$ cat config.mk
export PLATFORM = sky130hd
export DESIGN_NAME = lzss_ctrl
export DESIGN_NICKNAME = d
export VERILOG_FILES = /design/src/rtl/core/lzss_pkg.sv /design/src/rtl/core/lzss_ctrl.sv
export SDC_FILE = /design/constraint.sdc
export NUM_CORES = 1
export LEC_CHECK = 0
export ABC_AREA = 1
export BUFFER_PORTS_ARGS = -buffer_cell sky130_fd_sc_hd__buf_2
export CAP_MARGIN = 15
export CORE_AREA = 4 4 69 119
export CTS_BUF_LIST = sky130_fd_sc_hd__clkbuf_4 sky130_fd_sc_hd__clkbuf_8
export DETAILED_ROUTE_END_ITERATION = 10
export DIE_AREA = 0 0 73 123
export MAX_ROUTING_LAYER = met4
export SLEW_MARGIN = 10
export SYNTH_ARGS = -nofsm -noshare
export SYNTH_HDL_FRONTEND = slang
export SYNTH_SLANG_ARGS = --single-unit
$ cat constraint.sdc
create_clock -name clk -period 4.2 [get_ports clk]
set_input_delay 0 -clock clk [delete_from_list [all_inputs] [get_ports clk]]
set_output_delay 0 -clock clk [all_outputs]
set_load 0.05 [all_outputs]
$ cat src/rtl/core/lzss_pkg.sv
// ----------------------------------------------------------------------------
// lzss_pkg
// Shared types and constants for the LZSS stream decompressor.
// ----------------------------------------------------------------------------
package lzss_pkg;

  localparam logic [2:0] ST_RUN  = 3'd0;
  localparam logic [2:0] ST_OK   = 3'd1;
  localparam logic [2:0] ST_SIZE = 3'd2;
  localparam logic [2:0] ST_TYPE = 3'd3;
  localparam logic [2:0] ST_OVER = 3'd4;

  localparam logic [1:0] MODE_STORED = 2'd0;
  localparam logic [1:0] MODE_ELEM1  = 2'd1;
  localparam logic [1:0] MODE_ELEM2  = 2'd2;

  localparam logic [2:0] PH_FLAG  = 3'd0;
  localparam logic [2:0] PH_FRESH = 3'd1;
  localparam logic [2:0] PH_LOW   = 3'd2;
  localparam logic [2:0] PH_MID   = 3'd3;
  localparam logic [2:0] PH_LIT0  = 3'd4;

  localparam int unsigned OFFSET_BITS = 12;
  localparam logic [11:0] OFFSET_MASK = 12'hFFF;
  localparam logic [7:0]  FLAG_MSB    = 8'h80;

  // command from controller to datapath
  typedef struct packed {
    logic take;      // process accepted byte (decode step)
    logic copy_rd;   // issue a window read for the match copy
    logic copy_emit; // emit the byte just read
    logic finish;    // clear stream state after last item
  } lzss_cmd_t;

  // status from datapath to controller
  typedef struct packed {
    logic       lit_emit;   // decode step emits the input byte
    logic       match_go;   // decode step starts a match copy
    logic [6:0] match_len;  // bytes to copy
  } lzss_stat_t;

endpackage

$ cat src/rtl/core/lzss_ctrl.sv
// ----------------------------------------------------------------------------
// lzss_ctrl
// Sequencer: input handshake, match copy loop and output register.
// ----------------------------------------------------------------------------
module lzss_ctrl
  import lzss_pkg::*;
(
  input  logic       clk,
  input  logic       rst,
  input  logic       s_tvalid,
  output logic       s_tready,
  input  logic       in_last,
  output logic       m_tvalid,
  input  logic       m_tready,
  output logic [7:0] m_byte,
  output logic       m_byte_valid,
  output logic       m_last,
  output logic [2:0] m_status,
  output lzss_cmd_t  cmd,
  input  lzss_stat_t stat,
  input  logic [7:0] emit_byte,
  input  logic [2:0] final_status
);

  typedef enum logic [2:0] {
    S_IDLE = 3'b001,
    S_COPY = 3'b010,
    S_HOLD = 3'b100
  } state_t;

  state_t     state, state_next;
  logic [6:0] left;
  logic [6:0] issued;
  logic       pend_last;
  logic [2:0] pend_status;
  logic       rd_valid;
  logic       out_free;
  logic       acc;
  logic       copy_go;
  logic       out_load;

  assign out_free = !m_tvalid || m_tready;
  assign s_tready = (state == S_IDLE) && out_free;
  assign acc      = s_tvalid && s_tready;
  assign copy_go  = (state == S_COPY) && out_free;

  assign cmd.take      = acc;
  assign cmd.copy_rd   = copy_go && (issued != '0);
  assign cmd.copy_emit = copy_go && rd_valid;
  assign cmd.finish    = (acc && in_last && !stat.match_go) ||
                         (cmd.copy_emit && left == 7'd1 && pend_last);

  assign out_load = (acc && !stat.match_go && (stat.lit_emit || in_last)) || cmd.copy_emit;

  always_comb begin
    state_next = state;
    case (state)
      S_IDLE:  if (acc && stat.match_go) state_next = S_COPY;
      S_COPY:  if (cmd.copy_emit && left == 7'd1) state_next = S_IDLE;
      S_HOLD:  state_next = S_IDLE;
      default: state_next = S_IDLE;
    endcase
  end

  always_ff @(posedge clk) begin
    if (rst) begin
      state    <= S_IDLE;
      m_tvalid <= 1'b0;
      left     <= '0;
      issued   <= '0;
      rd_valid <= 1'b0;
      pend_last <= 1'b0;
    end else begin
      state <= state_next;
      if (out_load) begin
        m_tvalid <= 1'b1;
      end else if (m_tready) begin
        m_tvalid <= 1'b0;
      end
      if (acc) begin
        if (stat.match_go) begin
          left        <= stat.match_len;
          issued      <= stat.match_len;
          pend_last   <= in_last;
          pend_status <= final_status;
          rd_valid    <= 1'b0;
        end else if (stat.lit_emit || in_last) begin
          m_byte       <= stat.lit_emit ? emit_byte : 8'd0;
          m_byte_valid <= stat.lit_emit;
          m_last       <= 1'b1;
          m_status     <= in_last ? final_status : ST_RUN;
        end
      end
      if (copy_go) begin
        rd_valid <= (issued != '0);
        if (issued != '0) issued <= issued - 1'b1;
        if (cmd.copy_emit) begin
          left         <= left - 1'b1;
          m_byte       <= emit_byte;
          m_byte_valid <= 1'b1;
          m_last       <= (left == 7'd1);
          m_status     <= (left == 7'd1 && pend_last) ? pend_status : ST_RUN;
        end
      end
    end
  end

endmodule

==> results.cfg <==
[sta]
layout_setup_ws_ps = 2280
setup_violations = 0
fmax_mhz = 520
whs_ps = 18.9
relSlewSlack_pct = 42.4
maxSlewViolCount = 0
grt_setup_unrepaired = false
tns_ps = 0
tightestPinTransition_ps = 863
hold_viol = 0
post-route-min-period_ps = 1920
post-route-period-util_pct = 45.8
fin_worst_skew_ps = 7.68

[route]
drtIter0Drc = 121
drc = 0
vias_per_cell = 4.63
routed_wl_um = 5800
dr.pass1.iters = 4
ant_nets = 0
avgRoutedWirePerCell_um = 13.0
vias = 2061

[critical_path]
r2r-end = m_byte[1]
rr_worst_depth = 8
critPathMaxFanout = 14
crit_path_end_kind = output port
r2r_slack_ps = 2610
crit_type = flip-flop to output port
cp-start-kind = flip-flop
critPathRequiredTime_ps = 4200
arrival_ps = 1920
r2r_start = state[1]

[final_layout]
insertedDiodeCount = 0
fin_nets = 387
area_growth_pct = 23.8
most-common-layout-cells = 120 x nand2_1, 43 x buf_2, 38 x nor2_1
drive_gt1_share_pct = 21.4
final_common_cell = nand2_1
final_area_um2 = 2650

[min_path]
hold_start = stat[0]
min_path_type = input pin to flip-flop
hold_end = left[0]
timing.hold.worst_path_depth = 5

[clock_tree]
clock-sinks = 35
cts.path.max_buffers = 2
cts_root_buf = clkbuf_8
clk_pin_slew_ps = 80
htreeDepth = 2
worstSkewPairLatency_ps = 300
cts_tree = built
numCtsBuffers = 5

[synth]
synth_ff_type = dfxtp_1
syn_nets = 334
async_reset_ff_share_pct = 0
ys_types = 30
yosysWarningCount = 0
synthCells = 305
synth_edf_count = 16
syn_area_um2 = 2140
seq_area_frac_synth_pct = 40.3
avgSynthCellArea_um2 = 7.01
ys_seq_elements = 35

[placed_design]
dpl.hpwl_um = 4390
placed_area_um2 = 2400
port_buffers = 43
dp_slack_ps = 2580
gp_congestion = 0.818

[pwr]
p_leak_nw = 1.30
power_density_nw_per_um2 = 371
vdd_drop_max_uv = 198
p_total_uw = 982

[run]
max-cap-violations = 0

[grt]
grt_usage_pct = 13.9
grt_pass1_vias = 2001
antenna_found_initial = 0
grt_pass1_wl_um = 9250
grt_max_degree = 24
overflow = 0

[outcome]
status = completed

[floorplan]
design.core.area_um2 = 7230
row_count = 41
initial_core_util_pct = 29.6
die_w_um = 73
io_pins = 44
die_height_um = 123
dieArea_um2 = 8980
==> layer usage <==
metal  share of wire [%]  GRT usage (%)  up-vias
met5                   0              -        -
met4                 2.8           6.24        0
met3                 3.5           2.36       11
met2                  54           25.7       38
met1                  40           13.9      942
li1                    -              -     1070
==> through the flow <==
step	util, %	instances
after floorplan	-	305
after detailed placement	33.2	426
after CTS	36.6	445
final	36.6	445
after global routing	36.6	445
after global placement	33.2	426
==> kinds of logic after synthesis <==
logic type | Yosys count | share of synthesized area [%]
XOR/XNOR | 1 | 0.410
buffers and inverters | 37 | 8.07
AO/OA/AOI/OAI | 26 | 6.90
AND/OR/NAND/NOR | 202 | 42.0
adder cells (fa/ha/maj) | 4 | 2.34
flip-flops | 35 | 40.3
==> worst max path at each step <==
stage                     slack, ps  cells after the start     start     end
after floorplan                2030                      5  m_tvalid  cmd[0]
after global placement         2590                      7  state[1]  cmd[0]
after detailed placement       2580                      7  state[1]  cmd[0]
after CTS                      2240                      7  state[1]  cmd[0]
after global routing           2150                      7  state[1]  cmd[0]
final                          2280                      7  state[1]  cmd[0]
==> worst max-delay path: stages (launching register included) <==
cell and delay [ps]:
dfxtp_1 400, inv_2 60, nor2_2 130, nand2_2 160, nor2_8 250, nand2_2 140, o21ai_0 190, buf_2 290
==> sequential cells by signal, indices dropped and copies added, names as in the netlist <==
signal        count
state             2
m_byte            8
m_tvalid          1
issued            7
m_status          3
rd_valid          1
pend_last         1
m_last            1
m_byte_valid      1
pend_status       3
left              7
==> final cells by class <==
class | count | area (um2)
repair buffers | 54 | 325
fillers | 789 | 4590
multi-input cells | 233 | 1100
clock inverters | 3 | 67.6
clock buffers | 5 | 68.8
flip-flops and latches | 35 | 861
well taps | 86 | 108
inverters | 29 | 111
==> synth_stat cells (2+ instances only) <==
cell | n | share of area [%]
nor2_4 | 3 | 1.6
or2_2 | 2 | 0.59
clkbuf_1 | 2 | 0.35
buf_4 | 2 | 0.70
nand2_2 | 4 | 1.2
edfxtp_1 | 16 | 22
inv_1 | 23 | 4.0
buf_6 | 3 | 1.6
inv_2 | 5 | 0.88
dfxtp_1 | 19 | 18
o21ai_2 | 2 | 0.82
nand2_1 | 120 | 21
ha_1 | 4 | 2.3
o21ai_0 | 9 | 2.1
nor2_1 | 38 | 6.7
nand3_1 | 26 | 6.1
a21oi_2 | 2 | 0.82
o21ai_1 | 3 | 0.70
nand4_1 | 2 | 0.59
nor2_2 | 2 | 0.59
a21oi_1 | 9 | 2.1
==> timing repair <==
action                                 in CTS  in global routing
gates resized for setup                     0                  0
endpoints found under the hold margin      11                  0
hold buffers                               11                  0
buffers inserted                            0                  0
==> power breakdown <==
group	switching, mW	internal (mW)
Clock	0.138	0.237
Combinational	0.142	0.0663
Sequential	0.0171	0.381
Power figures use the tool's default switching activity.
